$ cat src/design/array_linked_list_engine_top_macros.svh
// Assertion macros for the linked list engine top level.
// Expects clk and rst_n in the scope where a macro is used.
`ifndef ARRAY_LINKED_LIST_ENGINE_TOP_MACROS_SVH
`define ARRAY_LINKED_LIST_ENGINE_TOP_MACROS_SVH

// Same-cycle implication, checked outside reset
`define ALLE_ASSERT_NOW(lbl, ante, cons, msg) \
    lbl: assert property (@(posedge clk) disable iff (!rst_n) (ante) |-> (cons)) \
        else $error(msg);

// Next-cycle implication, checked outside reset
`define ALLE_ASSERT_NEXT(lbl, ante, cons, msg) \
    lbl: assert property (@(posedge clk) disable iff (!rst_n) (ante) |=> (cons)) \
        else $error(msg);

`endif

$ cat src/design/alle_pkg.sv
// Shared constants, status codes and controller/datapath structs for the
// linked list engine. No dependencies.
`timescale 1ns / 1ps

package alle_pkg;

    // Default sizes
    localparam int unsigned SLOTS_DEF    = 16;
    localparam int unsigned KEY_BITS_DEF = 16;

    // Port field widths
    localparam int unsigned KEY_W    = 16;
    localparam int unsigned STATUS_W = 2;
    localparam int unsigned SLOT_W   = 4;
    localparam int unsigned HEAD_W   = 5;
    localparam int unsigned USED_W   = 5;

    // Result status codes
    localparam logic [STATUS_W-1:0] ST_DONE      = 2'd0;
    localparam logic [STATUS_W-1:0] ST_FULL      = 2'd1;
    localparam logic [STATUS_W-1:0] ST_NOT_FOUND = 2'd2;

    // Operation kinds
    localparam logic KIND_INSERT = 1'b0;
    localparam logic KIND_REMOVE = 1'b1;

    // Commands from controller to datapath
    typedef struct packed {
        logic                load;        // capture key, clear counter
        logic                cnt_clr;
        logic                cnt_inc;
        logic                slot_take;   // latch free slot from the pool
        logic                walk_start;  // cursor to head
        logic                walk_adv;    // cursor to next link
        logic                link_save;   // latch neighbors of found node
        logic                ins_link;    // write new node, claim pool entry
        logic                ins_tail;    // hook new node after tail
        logic                rem_unlink;  // bridge neighbors of removed node
        logic                rem_clear;   // null links of removed node
        logic                pool_put;    // return slot to pool
        logic                fin;         // present result
        logic [STATUS_W-1:0] fin_status;
    } alle_cmd_t;

    // Status from datapath to controller
    typedef struct packed {
        logic occ;        // pool entry at counter holds a slot
        logic cnt_last;   // counter at SLOTS-1
        logic cnt_end;    // counter at SLOTS
        logic head_null;
        logic t_null;     // cursor is null
        logic link_null;  // next link of cursor is null
        logic key_match;  // key at cursor equals search key
    } alle_sts_t;

endpackage

$ cat src/design/alle_ram.sv
// Generic single-write, single-read RAM with registered read data.
// No dependencies.
`timescale 1ns / 1ps

module alle_ram #(
    parameter int unsigned WIDTH  = 8,
    parameter int unsigned DEPTH  = 16,
    parameter int unsigned ADDR_W = $clog2(DEPTH)
) (
    input  logic              clk,
    input  logic              we,
    input  logic [ADDR_W-1:0] waddr,
    input  logic [WIDTH-1:0]  wdata,
    input  logic [ADDR_W-1:0] raddr,
    output logic [WIDTH-1:0]  rdata
);

    logic [WIDTH-1:0] mem [DEPTH];

    // Write and registered read
    always_ff @(posedge clk)
    begin
        if (we)
        begin
            mem[waddr] <= wdata;
        end
        rdata <= mem[raddr];
    end

endmodule

$ cat src/design/alle_ctrl.sv
// Operation sequencer for the linked list engine: pool scans, list walks
// and link updates. Depends on alle_pkg.
`timescale 1ns / 1ps

module alle_ctrl (
    input  logic                 clk,
    input  logic                 rst_n,
    input  logic                 start,
    input  logic                 kind,
    output logic                 busy,
    output alle_pkg::alle_cmd_t  cmd,
    input  alle_pkg::alle_sts_t  sts
);

    import alle_pkg::*;

    localparam logic [3:0] S_IDLE     = 4'd0;
    localparam logic [3:0] S_I_SCAN   = 4'd1;
    localparam logic [3:0] S_I_POOL   = 4'd2;
    localparam logic [3:0] S_I_WALK   = 4'd3;
    localparam logic [3:0] S_I_LINK   = 4'd4;
    localparam logic [3:0] S_I_TAIL   = 4'd5;
    localparam logic [3:0] S_R_WALK   = 4'd6;
    localparam logic [3:0] S_R_UNLINK = 4'd7;
    localparam logic [3:0] S_R_CLEAR  = 4'd8;
    localparam logic [3:0] S_R_SCAN   = 4'd9;

    logic [3:0] state_reg;
    logic [3:0] state_next;

    // Next state and commands
    always_comb
    begin
        state_next = state_reg;
        cmd        = '0;
        unique case (state_reg)
            S_IDLE:
            begin
                if (start)
                begin
                    cmd.load = 1'b1;
                    if (kind == KIND_REMOVE)
                    begin
                        cmd.walk_start = 1'b1;
                        state_next     = S_R_WALK;
                    end
                    else
                    begin
                        state_next = S_I_SCAN;
                    end
                end
            end
            S_I_SCAN:
            begin
                if (sts.occ)
                begin
                    state_next = S_I_POOL;
                end
                else if (sts.cnt_last)
                begin
                    cmd.fin        = 1'b1;
                    cmd.fin_status = ST_FULL;
                    state_next     = S_IDLE;
                end
                else
                begin
                    cmd.cnt_inc = 1'b1;
                end
            end
            S_I_POOL:
            begin
                cmd.slot_take = 1'b1;
                if (sts.head_null)
                begin
                    state_next = S_I_LINK;
                end
                else
                begin
                    cmd.walk_start = 1'b1;
                    cmd.cnt_clr    = 1'b1;
                    state_next     = S_I_WALK;
                end
            end
            S_I_WALK:
            begin
                if (!sts.link_null && !sts.cnt_end)
                begin
                    cmd.walk_adv = 1'b1;
                    cmd.cnt_inc  = 1'b1;
                end
                else
                begin
                    state_next = S_I_LINK;
                end
            end
            S_I_LINK:
            begin
                cmd.ins_link = 1'b1;
                if (sts.head_null)
                begin
                    cmd.fin        = 1'b1;
                    cmd.fin_status = ST_DONE;
                    state_next     = S_IDLE;
                end
                else
                begin
                    state_next = S_I_TAIL;
                end
            end
            S_I_TAIL:
            begin
                cmd.ins_tail   = 1'b1;
                cmd.fin        = 1'b1;
                cmd.fin_status = ST_DONE;
                state_next     = S_IDLE;
            end
            S_R_WALK:
            begin
                if (sts.t_null)
                begin
                    cmd.fin        = 1'b1;
                    cmd.fin_status = ST_NOT_FOUND;
                    state_next     = S_IDLE;
                end
                else if (sts.key_match)
                begin
                    cmd.link_save = 1'b1;
                    state_next    = S_R_UNLINK;
                end
                else if (sts.cnt_last)
                begin
                    cmd.fin        = 1'b1;
                    cmd.fin_status = ST_NOT_FOUND;
                    state_next     = S_IDLE;
                end
                else
                begin
                    cmd.walk_adv = 1'b1;
                    cmd.cnt_inc  = 1'b1;
                end
            end
            S_R_UNLINK:
            begin
                cmd.rem_unlink = 1'b1;
                state_next     = S_R_CLEAR;
            end
            S_R_CLEAR:
            begin
                cmd.rem_clear = 1'b1;
                cmd.cnt_clr   = 1'b1;
                state_next    = S_R_SCAN;
            end
            S_R_SCAN:
            begin
                if (!sts.occ)
                begin
                    cmd.pool_put   = 1'b1;
                    cmd.fin        = 1'b1;
                    cmd.fin_status = ST_DONE;
                    state_next     = S_IDLE;
                end
                else if (sts.cnt_last)
                begin
                    cmd.fin        = 1'b1;
                    cmd.fin_status = ST_DONE;
                    state_next     = S_IDLE;
                end
                else
                begin
                    cmd.cnt_inc = 1'b1;
                end
            end
            default:
            begin
                state_next = S_IDLE;
            end
        endcase
    end

    // State register
    always_ff @(posedge clk or negedge rst_n)
    begin
        if (!rst_n)
        begin
            state_reg <= S_IDLE;
        end
        else
        begin
            state_reg <= state_next;
        end
    end

    assign busy = (state_reg != S_IDLE);

endmodule

$ cat src/design/alle_dp.sv
// Datapath of the linked list engine: key, link and pool memories with
// valid bits, cursor, counter, head, fill count and result registers.
// Depends on alle_pkg and alle_ram.
`timescale 1ns / 1ps

module alle_dp #(
    parameter int unsigned SLOTS    = alle_pkg::SLOTS_DEF,
    parameter int unsigned KEY_BITS = alle_pkg::KEY_BITS_DEF
) (
    input  logic                           clk,
    input  logic                           rst_n,
    input  logic [alle_pkg::KEY_W-1:0]     key_value,
    input  logic                           kind,
    input  alle_pkg::alle_cmd_t            cmd,
    output alle_pkg::alle_sts_t            sts,
    output logic                           done,
    output logic [alle_pkg::STATUS_W-1:0]  status,
    output logic [alle_pkg::SLOT_W-1:0]    slot,
    output logic [alle_pkg::HEAD_W-1:0]    list_head,
    output logic [alle_pkg::USED_W-1:0]    entries_used
);

    import alle_pkg::*;

    localparam int unsigned AW = $clog2(SLOTS);
    localparam int unsigned TW = $clog2(SLOTS + 1);
    localparam logic [TW-1:0] NIL = TW'(SLOTS);

    // Operation and walk state
    logic                kind_reg;
    logic [KEY_BITS-1:0] key_reg;
    logic [TW-1:0]       cnt_reg, cnt_next;
    logic [TW-1:0]       t_reg, t_next;
    logic [AW-1:0]       s_reg;
    logic [AW-1:0]       idx_reg;
    logic [TW-1:0]       nx_reg;
    logic [TW-1:0]       pv_reg;
    logic [TW-1:0]       head_reg;
    logic [TW-1:0]       used_reg;

    // Per-entry valid bits
    logic [SLOTS-1:0]    occ_reg;   // pool entry holds a slot
    logic [SLOTS-1:0]    wrt_reg;   // pool entry written since reset
    logic [SLOTS-1:0]    nvld_reg;  // next link written
    logic [SLOTS-1:0]    pvld_reg;  // prev link written
    logic                nrvld_reg;
    logic                prvld_reg;
    logic                wrt_q_reg;

    // Result registers
    logic                done_reg;
    logic [STATUS_W-1:0] status_reg;
    logic [AW-1:0]       slot_reg;

    // Memory ports
    logic [AW-1:0]       t_addr;
    logic [AW-1:0]       cnt_addr;
    logic [KEY_BITS-1:0] key_rdata;
    logic [TW-1:0]       next_rdata;
    logic [TW-1:0]       prev_rdata;
    logic [AW-1:0]       pool_rdata;
    logic                n_we;
    logic [AW-1:0]       n_wa;
    logic [TW-1:0]       n_wd;
    logic                p_we;
    logic [AW-1:0]       p_wa;
    logic [TW-1:0]       p_wd;
    logic [TW-1:0]       link_data;
    logic [TW-1:0]       prev_data;
    logic                head_null;
    logic                pv_in;
    logic                nx_in;

    assign t_addr    = t_next[AW-1:0];
    assign cnt_addr  = cnt_reg[AW-1:0];
    assign link_data = nrvld_reg ? next_rdata : NIL;
    assign prev_data = prvld_reg ? prev_rdata : NIL;
    assign head_null = (head_reg >= NIL);
    assign pv_in     = (pv_reg < NIL);
    assign nx_in     = (nx_reg < NIL);

    // Cursor: the link memories are always read at the next cursor
    always_comb
    begin
        t_next = t_reg;
        if (cmd.walk_start)
        begin
            t_next = head_reg;
        end
        else if (cmd.walk_adv)
        begin
            t_next = link_data;
        end
    end

    // Counter
    always_comb
    begin
        cnt_next = cnt_reg;
        if (cmd.load || cmd.cnt_clr)
        begin
            cnt_next = '0;
        end
        else if (cmd.cnt_inc)
        begin
            cnt_next = cnt_reg + TW'(1);
        end
    end

    // Next link write port
    always_comb
    begin
        n_we = 1'b0;
        n_wa = s_reg;
        n_wd = NIL;
        if (cmd.ins_link)
        begin
            n_we = 1'b1;
        end
        else if (cmd.ins_tail)
        begin
            n_we = 1'b1;
            n_wa = t_reg[AW-1:0];
            n_wd = TW'(s_reg);
        end
        else if (cmd.rem_unlink && pv_in)
        begin
            n_we = 1'b1;
            n_wa = pv_reg[AW-1:0];
            n_wd = nx_reg;
        end
        else if (cmd.rem_clear)
        begin
            n_we = 1'b1;
            n_wa = t_reg[AW-1:0];
        end
    end

    // Prev link write port
    always_comb
    begin
        p_we = 1'b0;
        p_wa = s_reg;
        p_wd = NIL;
        if (cmd.ins_link)
        begin
            p_we = 1'b1;
            p_wd = head_null ? NIL : t_reg;
        end
        else if (cmd.rem_unlink && nx_in)
        begin
            p_we = 1'b1;
            p_wa = nx_reg[AW-1:0];
            p_wd = pv_reg;
        end
        else if (cmd.rem_clear)
        begin
            p_we = 1'b1;
            p_wa = t_reg[AW-1:0];
        end
    end

    alle_ram #(
        .WIDTH (KEY_BITS),
        .DEPTH (SLOTS)
    ) u_key_ram (
        .clk   (clk),
        .we    (cmd.ins_link),
        .waddr (s_reg),
        .wdata (key_reg),
        .raddr (t_addr),
        .rdata (key_rdata)
    );

    alle_ram #(
        .WIDTH (TW),
        .DEPTH (SLOTS)
    ) u_next_ram (
        .clk   (clk),
        .we    (n_we),
        .waddr (n_wa),
        .wdata (n_wd),
        .raddr (t_addr),
        .rdata (next_rdata)
    );

    alle_ram #(
        .WIDTH (TW),
        .DEPTH (SLOTS)
    ) u_prev_ram (
        .clk   (clk),
        .we    (p_we),
        .waddr (p_wa),
        .wdata (p_wd),
        .raddr (t_addr),
        .rdata (prev_rdata)
    );

    alle_ram #(
        .WIDTH (AW),
        .DEPTH (SLOTS)
    ) u_pool_ram (
        .clk   (clk),
        .we    (cmd.pool_put),
        .waddr (cnt_addr),
        .wdata (t_reg[AW-1:0]),
        .raddr (cnt_addr),
        .rdata (pool_rdata)
    );

    // Control registers: valid bits, head, fill count, cursor, counter
    always_ff @(posedge clk or negedge rst_n)
    begin
        if (!rst_n)
        begin
            occ_reg   <= '1;
            wrt_reg   <= '0;
            nvld_reg  <= '0;
            pvld_reg  <= '0;
            nrvld_reg <= 1'b0;
            prvld_reg <= 1'b0;
            wrt_q_reg <= 1'b0;
            head_reg  <= NIL;
            used_reg  <= '0;
            cnt_reg   <= '0;
            t_reg     <= NIL;
            done_reg  <= 1'b0;
        end
        else
        begin
            cnt_reg   <= cnt_next;
            t_reg     <= t_next;
            done_reg  <= cmd.fin;
            nrvld_reg <= (t_next < NIL) && nvld_reg[t_addr];
            prvld_reg <= (t_next < NIL) && pvld_reg[t_addr];
            wrt_q_reg <= wrt_reg[cnt_addr];
            if (n_we)
            begin
                nvld_reg[n_wa] <= 1'b1;
            end
            if (p_we)
            begin
                pvld_reg[p_wa] <= 1'b1;
            end
            // Claim the pool entry and count the new node
            if (cmd.ins_link)
            begin
                occ_reg[idx_reg] <= 1'b0;
                if (head_null)
                begin
                    head_reg <= TW'(s_reg);
                end
                if (used_reg < NIL)
                begin
                    used_reg <= used_reg + TW'(1);
                end
            end
            // Removing the head moves it to the next node
            if (cmd.rem_unlink && !pv_in)
            begin
                head_reg <= nx_reg;
            end
            if (cmd.rem_clear && (used_reg != '0))
            begin
                used_reg <= used_reg - TW'(1);
            end
            // Return the slot to the first empty pool entry
            if (cmd.pool_put)
            begin
                occ_reg[cnt_addr] <= 1'b1;
                wrt_reg[cnt_addr] <= 1'b1;
            end
        end
    end

    // Payload registers
    always_ff @(posedge clk)
    begin
        if (cmd.load)
        begin
            kind_reg <= kind;
            key_reg  <= KEY_BITS'(key_value);
        end
        if (cmd.slot_take)
        begin
            s_reg   <= wrt_q_reg ? pool_rdata : cnt_addr;
            idx_reg <= cnt_addr;
        end
        if (cmd.link_save)
        begin
            nx_reg <= link_data;
            pv_reg <= prev_data;
        end
        if (cmd.fin)
        begin
            status_reg <= cmd.fin_status;
            if (cmd.fin_status == ST_DONE)
            begin
                slot_reg <= (kind_reg == KIND_REMOVE) ? t_reg[AW-1:0] : s_reg;
            end
            else
            begin
                slot_reg <= '0;
            end
        end
    end

    // Status to controller
    always_comb
    begin
        sts           = '0;
        sts.occ       = occ_reg[cnt_addr];
        sts.cnt_last  = (cnt_reg == TW'(SLOTS - 1));
        sts.cnt_end   = (cnt_reg == NIL);
        sts.head_null = head_null;
        sts.t_null    = (t_reg >= NIL);
        sts.link_null = (link_data >= NIL);
        sts.key_match = (key_rdata == key_reg);
    end

    assign done         = done_reg;
    assign status       = status_reg;
    assign slot         = SLOT_W'(slot_reg);
    assign list_head    = HEAD_W'(head_reg);
    assign entries_used = USED_W'(used_reg);

endmodule

$ cat src/design/array_linked_list_engine_top.sv
// Channel   Handshake              Fields
// command   start, busy            kind, key_value
// result    done (one-cycle pulse) status, slot, list_head, entries_used
//
// A command transfers when start is high and busy is low. Insert scans the pool
// one entry per cycle for the first occupied entry and, unless the list is empty,
// walks the list one node per cycle over the link memory read port to the tail;
// remove walks one node per cycle to the match, then scans the pool one entry per
// cycle for the first empty entry. Insert into a full list and remove of a missing
// key finish with a failure status. Reset leaves an empty list with every slot free,
// at once, with no clearing pass. Results cannot be stalled.
//
// Top level of the linked list engine. Depends on alle_pkg, alle_ctrl, alle_dp
// and the assertion macro header.
`timescale 1ns / 1ps
`include "array_linked_list_engine_top_macros.svh"

module array_linked_list_engine_top #(
    parameter int unsigned SLOTS    = alle_pkg::SLOTS_DEF,
    parameter int unsigned KEY_BITS = alle_pkg::KEY_BITS_DEF
) (
    input  logic                           clk,
    input  logic                           rst_n,
    input  logic                           start,
    output logic                           busy,
    input  logic                           kind,
    input  logic [alle_pkg::KEY_W-1:0]     key_value,
    output logic                           done,
    output logic [alle_pkg::STATUS_W-1:0]  status,
    output logic [alle_pkg::SLOT_W-1:0]    slot,
    output logic [alle_pkg::HEAD_W-1:0]    list_head,
    output logic [alle_pkg::USED_W-1:0]    entries_used
);

    import alle_pkg::*;

    alle_cmd_t cmd;
    alle_sts_t sts;

    alle_ctrl u_ctrl (
        .clk   (clk),
        .rst_n (rst_n),
        .start (start),
        .kind  (kind),
        .busy  (busy),
        .cmd   (cmd),
        .sts   (sts)
    );

    alle_dp #(
        .SLOTS    (SLOTS),
        .KEY_BITS (KEY_BITS)
    ) u_dp (
        .clk          (clk),
        .rst_n        (rst_n),
        .key_value    (key_value),
        .kind         (kind),
        .cmd          (cmd),
        .sts          (sts),
        .done         (done),
        .status       (status),
        .slot         (slot),
        .list_head    (list_head),
        .entries_used (entries_used)
    );

    // Checks
    `ALLE_ASSERT_NEXT(a_accept_busy, start && !busy, busy, "accepted command did not go busy")
    `ALLE_ASSERT_NOW(a_done_idle, done, !busy, "result presented while busy")
    `ALLE_ASSERT_NOW(a_fail_slot, done && (status != ST_DONE), slot == '0, "failed op has slot")
    `ALLE_ASSERT_NOW(a_fin_once, cmd.fin, busy && !done, "finish issued outside an operation")

endmodule
$ cat config.mk
export PLATFORM = sky130hd
export DESIGN_NAME = array_linked_list_engine_top
export DESIGN_NICKNAME = d
export VERILOG_FILES = /design/src/design/alle_pkg.sv /design/src/design/alle_ram.sv /design/src/design/alle_ctrl.sv /design/src/design/alle_dp.sv /design/src/design/array_linked_list_engine_top.sv
export VERILOG_INCLUDE_DIRS = /design/src /design/src/design
export SDC_FILE = /design/constraint.sdc
export NUM_CORES = 1
export LEC_CHECK = 0
export ABC_AREA = 1
export ABC_CLOCK_PERIOD_IN_PS = 6700
export BUFFER_PORTS_ARGS = -buffer_cell sky130_fd_sc_hd__buf_2
export CORE_AREA = 2 2 239 241
export CTS_BUF_LIST = sky130_fd_sc_hd__clkbuf_2 sky130_fd_sc_hd__clkbuf_4 sky130_fd_sc_hd__clkbuf_8
export DETAILED_ROUTE_END_ITERATION = 7
export DIE_AREA = 0 0 241 243
export GPL_ROUTABILITY_DRIVEN = 1
export PLACE_DENSITY = 0.62
export SLEW_MARGIN = 10
export SYNTH_ARGS = -nofsm -noshare
export SYNTH_HDL_FRONTEND = slang
export SYNTH_SLANG_ARGS = --single-unit
$ cat constraint.sdc
create_clock -name clk -period 6.7 [get_ports clk]
set_input_delay 1.34 -clock clk [delete_from_list [all_inputs] [get_ports clk]]
set_output_delay 1.34 -clock clk [all_outputs]
set_load 0.02 [all_outputs]
==> impl_metrics.csv, run 1 <==
group,metric,value,unit
layout,areaGrowthSynthToFinish,12.0,%
sta,timing.slew.headroom,26.2,%
floorplanning,die_area,0.0586,mm^2
setup_path,reg2regPathDepth,17,
layout,area_taken_by_multi_input_logic_gates,0.00689,mm^2
setup_path,slowest_cell_on_crit_path,"sky130_fd_sc_hd__dfrtp_1",
logic_synthesis,synthXorXnorAreaFrac,0.129,%
logic_synthesis,synth_area_leader,"sky130_fd_sc_hd__edfxtp_1",
layout,final_common_cell,"sky130_fd_sc_hd__nand2_1",
outcome,run_status,"complete, no violations",
routing,remaining_drc_errors,0,
sta,setup-violations-final,0,
sta,final-max-slew-violation-count,0,
setup_path,setup.worst_path.start,"u_dp.cnt_reg[0]",
clocking,post_cts_hold_buffer_count,0,
setup_path,timing.critical_path.to_type,"flop",
logic_synthesis,syn-instance-count,2459,
power_and_ir_drop,static-leakage-power,12.1,nW
global_route,remaining_global_route_overflow,0,
setup_path,critical_path.reg2reg.startpoint,"u_dp.cnt_reg[0]",
floorplanning,die_width,241,um
clocking,tritoncts,"yes",
layout,fillerInstances,4833,
logic_synthesis,synth-seq-cells,643,
layout,largest_register_ffs,256,
routing,via_count,18000,
sta,fin_setup_tns,0,ns
logic_synthesis,post_synth_and_or_nand_nor_area_fraction,15.8,%
clocking,numCtsBuffers,104,
floorplanning,start_util,48.5,%
logic_synthesis,synth_compound_gate_area_share,8.45,%
floorplanning,rows,87,
setup_path,setup.worst_path.class,"reg2reg",
power_and_ir_drop,powerDensity,446,mW/mm^2
logic_synthesis,postSynthNetCount,2489,
setup_path,cp_max_fo,93,
floorplanning,dieHeight,243,um
layout,final_net_count,2554,
logic_synthesis,synth_area_in_adders,0.488,%
setup_path,critical_path.startpoint_type,"flop",
layout,mostFrequentLayoutCells,"532 x sky130_fd_sc_hd__nand2_1, 521 x sky130_fd_sc_hd__edfxtp_1, 330 x sky130_fd_sc_hd__inv_1",
clocking,cts_htree_levels,3,
global_route,grt_start_max_net_pins,152,
clocking,maximum_clock_path_buffer_count,3,
logic_synthesis,main_combinational_cell_family_by_area_after_synthesis,"simple AND/OR/NAND/NOR gates",
place,placed_cells_incl_taps,3174,
sta,clock_skew,0.0534,ns
global_route,antenna_found_initial,1,
routing,wl,65900,um
sta,worst-slew-pin-transition,1.11,ns
flow_run,max_cap_viol_count,0,
routing,drt-pass1-iter-count,5,
layout,fin_cells,3372,
logic_synthesis,post_synth_main_area_contributors,"sky130_fd_sc_hd__edfxtp_1 58%, sky130_fd_sc_hd__nand2_1 7.4%, sky130_fd_sc_hd__dfrtp_1 6.8%, sky130_fd_sc_hd__inv_1 4.6%, sky130_fd_sc_hd__nand3_1 4.4%",
logic_synthesis,ys_warn_count,0,
clocking,clkSinkCount,643,
global_route,globalRouteTotalUtil,23.0,%
logic_synthesis,netlist-cell-type-count,47,
clocking,clock_latency_late_sink,0.71,ns
setup_path,endpoint,"u_dp.u_key_ram.rdata[8]",
setup_path,critical-path-max-stage-delay,0.86,ns
sta,final.min_clock_period,4.50,ns
place,dp.final_hpwl,38200,um
routing,detailedRoute.firstIterationViolations,1748,
routing,drt-vias-per-instance,5.33,
layout,layout.area.seq,0.0186,mm^2
sta,finalCritPeriodShare,67.2,%
sta,final_hold_viol_count,0,
layout,drive_gt1_share,14.3,%
logic_synthesis,postSynthAreaPerCell,11.0,um^2
place,portBuffers,37,
setup_path,critPathRequiredTime,7.25,ns
clocking,clock_tree.root_cell,"sky130_fd_sc_hd__clkbuf_8",
floorplanning,boundaryPins,38,
clocking,postCtsSetupRepairBufs,0,
clocking,cts.repair.resized,0,
logic_synthesis,proportion_of_netlist_area_held_by_the_largest_area_contributor,57.6,%
sta,unrepaired_setup_endpoints_after_global_routing,"no",
logic_synthesis,synth_sequential_area_ratio,68.4,%
logic_synthesis,mappedNetlistArea,0.0272,mm^2
logic_synthesis,synth.area.mux_share,0,%
routing,avgRoutedWirePerCell,19.6,um
floorplanning,core,0.0560,mm^2
setup_path,arrival_time_reported_for_the_critical_path_endpoint,5.05,ns
setup_path,timing.reg2reg.setup_slack,2.20,ns
hold_path,min-delay-path-class,"reg2reg",
routing,route.antenna.remaining_nets,0,
global_route,via_count_of_the_first_global_routing_pass,17500,
clocking,clkTransAtPathRegs,0.06,ns
setup_path,worstPathCellList,"buf_4, ha_1, inv_1, nor2_1, ha_1, nor2_2, nand2_2, nand2_4, nand2_2, nand3_2, nand2_4, buf_12, nand2_1, o211ai_1, nand3_1, nand3_1, nand2_1",
layout,register_with_the_most_flip_flops,"u_dp.u_key_ram.mem",
layout,largestRegisters,"u_dp.u_key_ram.mem x256, u_dp.u_next_ram.mem x80, u_dp.u_prev_ram.mem x80",
global_route,grt_pass1_wl,102000,um
sta,fmax,222,MHz
setup_path,r2r-end,"u_dp.u_key_ram.rdata[8]",
place,finalWeightedCongestion,0.938,
power_and_ir_drop,ir_worst_vdd,0.370,mV
logic make-up after synthesis:
kind of cell | after synthesis
AND/OR/NAND/NOR | 1011
flip-flops | 643
buffers and inverters | 449
AO/OA/AOI/OAI | 342
adder cells (fa/ha/maj) | 10
XOR/XNOR | 4
per-layer routing:
layer / share of wire (%) / wire (um) / GRT usage [%] / vias to the layer above
li1: - / - / - / 8542
met1: 44 / 29100 / 32.6 / 8671
met2: 46 / 30100 / 35.2 / 610
met5: 0 / 0 / 0 / -
met4: 3.4 / 2210 / 8.51 / 0
met3: 7.0 / 4590 / 4.47 / 135
worst min path at each step:
stage	endpoint	cells past startpoint	from	slack [ns]
after floorplan	u_dp.wrt_reg[10]	2	u_dp.wrt_reg[10]	0.42
after global placement	u_dp.wrt_reg[10]	2	u_dp.wrt_reg[10]	0.43
after detailed placement	u_dp.wrt_reg[10]	2	u_dp.wrt_reg[10]	0.44
after CTS	u_dp.wrt_reg[6]	2	u_dp.wrt_reg[6]	0.45
after global routing	u_dp.nvld_reg[15]	1	u_dp.nvld_reg[15]	0.48
final	u_dp.wrt_reg[6]	2	u_dp.wrt_reg[6]	0.45
where the power goes:
part	internal, mW	switching [mW]	leakage, nW
registers	4.97	0.376	6.11
logic	1.35	3.24	4.82
clock network	2.05	1.58	1.21
total	8.37	5.20	12.1
critical path, delay by kind of cell (launching register included):
family,cells,cell delay (ns)
AOI/OAI and AO/OA,1,0.11
buffers and inverters,3,0.85
DFF,1,0.86
adders and majority gates,2,0.49
and+or+nand+nor,11,1.79
cells in the mapped netlist (all sizes together):
master	count
a21oi	28
nand3	241
or2	36
edfxtp	521
buf	87
o22ai	24
a211oi	5
dfrtp	74
a31oi	1
nor4	2
o31ai	4
o211ai	159
ha	9
a2111oi	1
dfstp	18
and3	1
xor2	3
or4	1
o21ai	118
nor2	182
o221ai	1
xnor2	1
o2111ai	1
nor3	5
clkbuf	22
nand2	539
clkinv	1
nand4	4
fa	1
inv	339
dfxtp	30
final cells by class:
| type | count | area share (%) |
|---|---|---|
| flip-flops and latches | 643 | 61.0 |
| clock buffers | 163 | 6.65 |
| well taps | 756 | 3.11 |
| inverters | 340 | 4.20 |
| multi-input cells | 1367 | 22.6 |
| repair buffers | 68 | 1.46 |
| diodes | 2 | 0.0164 |
| clock inverters | 33 | 0.896 |
per-stage QoR:
| step | area [um^2] | utilization (%) | worst slack, ns | hold WS [ns] | power [mW] |
|---|---|---|---|---|---|
| after floorplan | 27200 | - | 3.62 | 0.423 | 8.63 |
| after global placement | 28100 | 50.3 | 2.42 | 0.434 | 9.91 |
| after detailed placement | 28100 | 50.3 | 2.30 | 0.439 | 9.98 |
| after CTS | 30400 | 54.4 | 2.23 | 0.454 | 13.6 |
| after global routing | 30400 | 54.4 | 1.83 | 0.478 | 14.4 |
| final | 30400 | 54.4 | 2.20 | 0.450 | 13.6 |
Power figures use the tool's default switching activity.
==> run 2, diff against run 1 <==
--- a/config.mk
+++ b/config.mk
@@ -7,14 +7,14 @@
 export NUM_CORES = 1
 export LEC_CHECK = 0
 export ABC_AREA = 1
-export ABC_CLOCK_PERIOD_IN_PS = 6700
+export ABC_CLOCK_PERIOD_IN_PS = 3700
 export BUFFER_PORTS_ARGS = -buffer_cell sky130_fd_sc_hd__buf_2
 export CORE_AREA = 2 2 239 241
 export CTS_BUF_LIST = sky130_fd_sc_hd__clkbuf_2 sky130_fd_sc_hd__clkbuf_4 sky130_fd_sc_hd__clkbuf_8
 export DETAILED_ROUTE_END_ITERATION = 7
 export DIE_AREA = 0 0 241 243
 export GPL_ROUTABILITY_DRIVEN = 1
-export PLACE_DENSITY = 0.62
+export PLACE_DENSITY = 0.64
 export SLEW_MARGIN = 10
 export SYNTH_ARGS = -nofsm -noshare
 export SYNTH_HDL_FRONTEND = slang
==> constraint.sdc (replaced) <==
create_clock -name clk -period 3.7 [get_ports clk]
set_input_delay 0.74 -clock clk [delete_from_list [all_inputs] [get_ports clk]]
set_output_delay 0.74 -clock clk [all_outputs]
set_load 0.02 [all_outputs]
==> run 2 against run 1 <==
  * Final cell count is 0.95% higher
  * Total power is 80% higher
  * Clock-buffer cell count is 20 lower
  * Wire length is 2.1% higher
  * First-iteration DRC count is 0.63% lower
  * Critical path depth is 1 higher
  * Via count is 1.4% higher
  * Critical path type unchanged
  * Critical endpoint is now u_dp.u_key_ram.rdata[3]
  * Highest routed layer is now met5
==> impl_metrics.csv, run 2 (synthesized netlist as in run 1, its figures left out) <==
group,metric,value,unit
setup_path,critical-path-top-delay-family,"simple AND/OR/NAND/NOR gates",
power_and_ir_drop,clock_power_share,25.2,%
layout,drive_gt1_share,14.8,%
place,dp.final_hpwl,40500,um
layout,largestRegisters,"u_dp.u_key_ram.mem x256, u_dp.u_next_ram.mem x80, u_dp.u_prev_ram.mem x80",
place,finalWeightedCongestion,0.938,
sta,setup-violations-final,0,
sta,final_hold_viol_count,0,
setup_path,crit_path_frequent_cell,"sky130_fd_sc_hd__nand2_1",
setup_path,crit_buf_inv,2,
setup_path,critical_path.startpoint_type,"flop",
sta,final-max-slew-violation-count,0,
clocking,clock_latency_late_sink,0.70,ns
setup_path,slowest_cell_on_crit_path,"sky130_fd_sc_hd__edfxtp_1",
flow_run,max_cap_viol_count,0,
layout,layout.area.seq,0.0186,mm^2
floorplanning,die_area,0.0586,mm^2
power_and_ir_drop,powerDensity,798,mW/mm^2
floorplanning,rows,87,
sta,worst-slew-pin-transition,0.925,ns
power_and_ir_drop,ir_worst_vdd,0.543,mV
outcome,run_status,"complete, no violations",
sta,final.min_clock_period,3.33,ns
clocking,tritoncts,"yes",
floorplanning,die_width,241,um
clocking,clkSinkCount,643,
setup_path,critPathRequiredTime,4.26,ns
sta,fmax,300,MHz
routing,wl,67400,um
clocking,cts.repair.resized,0,
layout,mostFrequentLayoutCells,"532 x sky130_fd_sc_hd__nand2_1, 521 x sky130_fd_sc_hd__edfxtp_1, 330 x sky130_fd_sc_hd__inv_1",
floorplanning,core,0.0560,mm^2
routing,remaining_drc_errors,0,
routing,drt-vias-per-instance,5.35,
routing,route.antenna.remaining_nets,0,
routing,via_count,18200,
place,placed_cells_incl_taps,3216,
global_route,via_count_of_the_first_global_routing_pass,18000,
layout,area_taken_by_multi_input_logic_gates,0.00684,mm^2
layout,largest_register_ffs,256,
hold_path,min-delay-path-class,"in2async",
global_route,antenna_found_initial,3,
global_route,grt_pass1_wl,103000,um
floorplanning,start_util,48.5,%
global_route,grt_start_max_net_pins,116,
setup_path,timing.critical_path.to_type,"flop",
setup_path,worstPathCellList,"nand2_1, inv_1, nor2_1, nor2_1, nand2_1, nor2_1, nand2_1, nand2_2, nand2_4, nand2_2, nand3_4, nand2_8, buf_4, nand2_1, nand3_1, nand3_1, nand3_1, nand2_1",
global_route,globalRouteTotalUtil,23.3,%
routing,detailedRoute.firstIterationViolations,1737,
place,portBuffers,37,
clocking,maximum_clock_path_buffer_count,3,
clocking,post_cts_hold_buffer_count,0,
layout,areaGrowthSynthToFinish,12.6,%
power_and_ir_drop,internal_power,15.1,mW
floorplanning,boundaryPins,38,
layout,fin_cells,3404,
layout,final_net_count,2591,
clocking,numCtsBuffers,99,
power_and_ir_drop,power.switching_fraction,38.1,%
power_and_ir_drop,comb_power_share,35.9,%
setup_path,timing.reg2reg.setup_slack,0.37,ns
layout,final_common_cell,"sky130_fd_sc_hd__nand2_1",
setup_path,arrival_time_reported_for_the_critical_path_endpoint,3.89,ns
layout,register_with_the_most_flip_flops,"u_dp.u_key_ram.mem",
clocking,clkTransAtPathRegs,0.06,ns
routing,drt-pass1-iter-count,7,
setup_path,setup.worst_path.class,"reg2reg",
layout,fillerInstances,4818,
sta,clock_skew,0.0394,ns
global_route,remaining_global_route_overflow,0,
clocking,postCtsSetupRepairBufs,0,
floorplanning,dieHeight,243,um
clocking,cts_htree_levels,3,
sta,unrepaired_setup_endpoints_after_global_routing,"no",
setup_path,cp_max_fo,76,
routing,avgRoutedWirePerCell,19.8,um
power_and_ir_drop,total_switching_power,9.30,mW
sta,timing.slew.headroom,38.3,%
power_and_ir_drop,seq_power_share,38.9,%
clocking,clock_tree.root_cell,"sky130_fd_sc_hd__clkbuf_8",
sta,finalCritPeriodShare,90.1,%
setup_path,critical-path-max-stage-delay,0.72,ns
sta,fin_setup_tns,0,ns
power_and_ir_drop,static-leakage-power,12.3,nW
## run 2: cell types whose count changed in the layout (fill, tap and decap cells not counted), moves of 6 or more
cell	before	now
sky130_fd_sc_hd__clkinv_1	11	22
sky130_fd_sc_hd__buf_4	30	65
sky130_fd_sc_hd__nor2_4	7	1
sky130_fd_sc_hd__nor2_2	15	21
sky130_fd_sc_hd__buf_12	2	9
sky130_fd_sc_hd__clkbuf_8	128	109
## run 2: metrics by stage
stage	setup slack (ns)	util, %	power, mW	hold WS, ns	area (um^2)
final	0.366	54.7	24.4	0.128	30600
after global placement	0.512	50.9	18.2	0.437	28500
after floorplan	0.624	-	15.6	0.423	27200
after detailed placement	0.400	50.9	18.4	0.441	28500
after global routing	0.0795	54.7	25.8	0.175	30600
after CTS	0.399	54.7	24.5	0.130	30600
## run 2: layout make-up
cell class / count / area share, %
clock inverter: 44 / 1.12
sequential: 643 / 60.7
antenna: 1 / 0.00818
inverter: 340 / 4.18
multi-input combinational: 1367 / 22.4
timing repair buffer: 110 / 2.77
clock buffer: 143 / 5.74
tap: 756 / 3.09
## run 2: path summary, 6_finish.rpt
path | startpoint | end | cells past startpoint
setup / recovery | u_dp.key_reg[11] | u_dp.u_key_ram.rdata[3] | 18
hold / removal | rst_n | u_dp.wrt_reg[7] | 1
setup reg to reg | u_dp.key_reg[11] | u_dp.u_key_ram.rdata[3] | 18
hold reg to reg | u_dp.wrt_reg[6] | u_dp.wrt_reg[6] | 2
max in group asynchronous | rst_n | u_dp.nvld_reg[4] | 2
min in group clk | key_value[7] | u_dp.key_reg[7] | 1
## run 2: power groups by stage
stage	logic, mW	clock network (mW)	registers, mW
final	8.77	6.16	9.49
after global placement	8.62	0	9.60
after floorplan	6.03	0	9.60
after detailed placement	8.76	0	9.61
after CTS	8.79	6.28	9.48
after global routing	9.70	6.58	9.56
## run 2: routing by layer
metal  wire length [um]  track usage, %
met2              32000            37.5
met4               1940            8.81
met5                 25               0
met3               4860            4.21
met1              28500            31.5
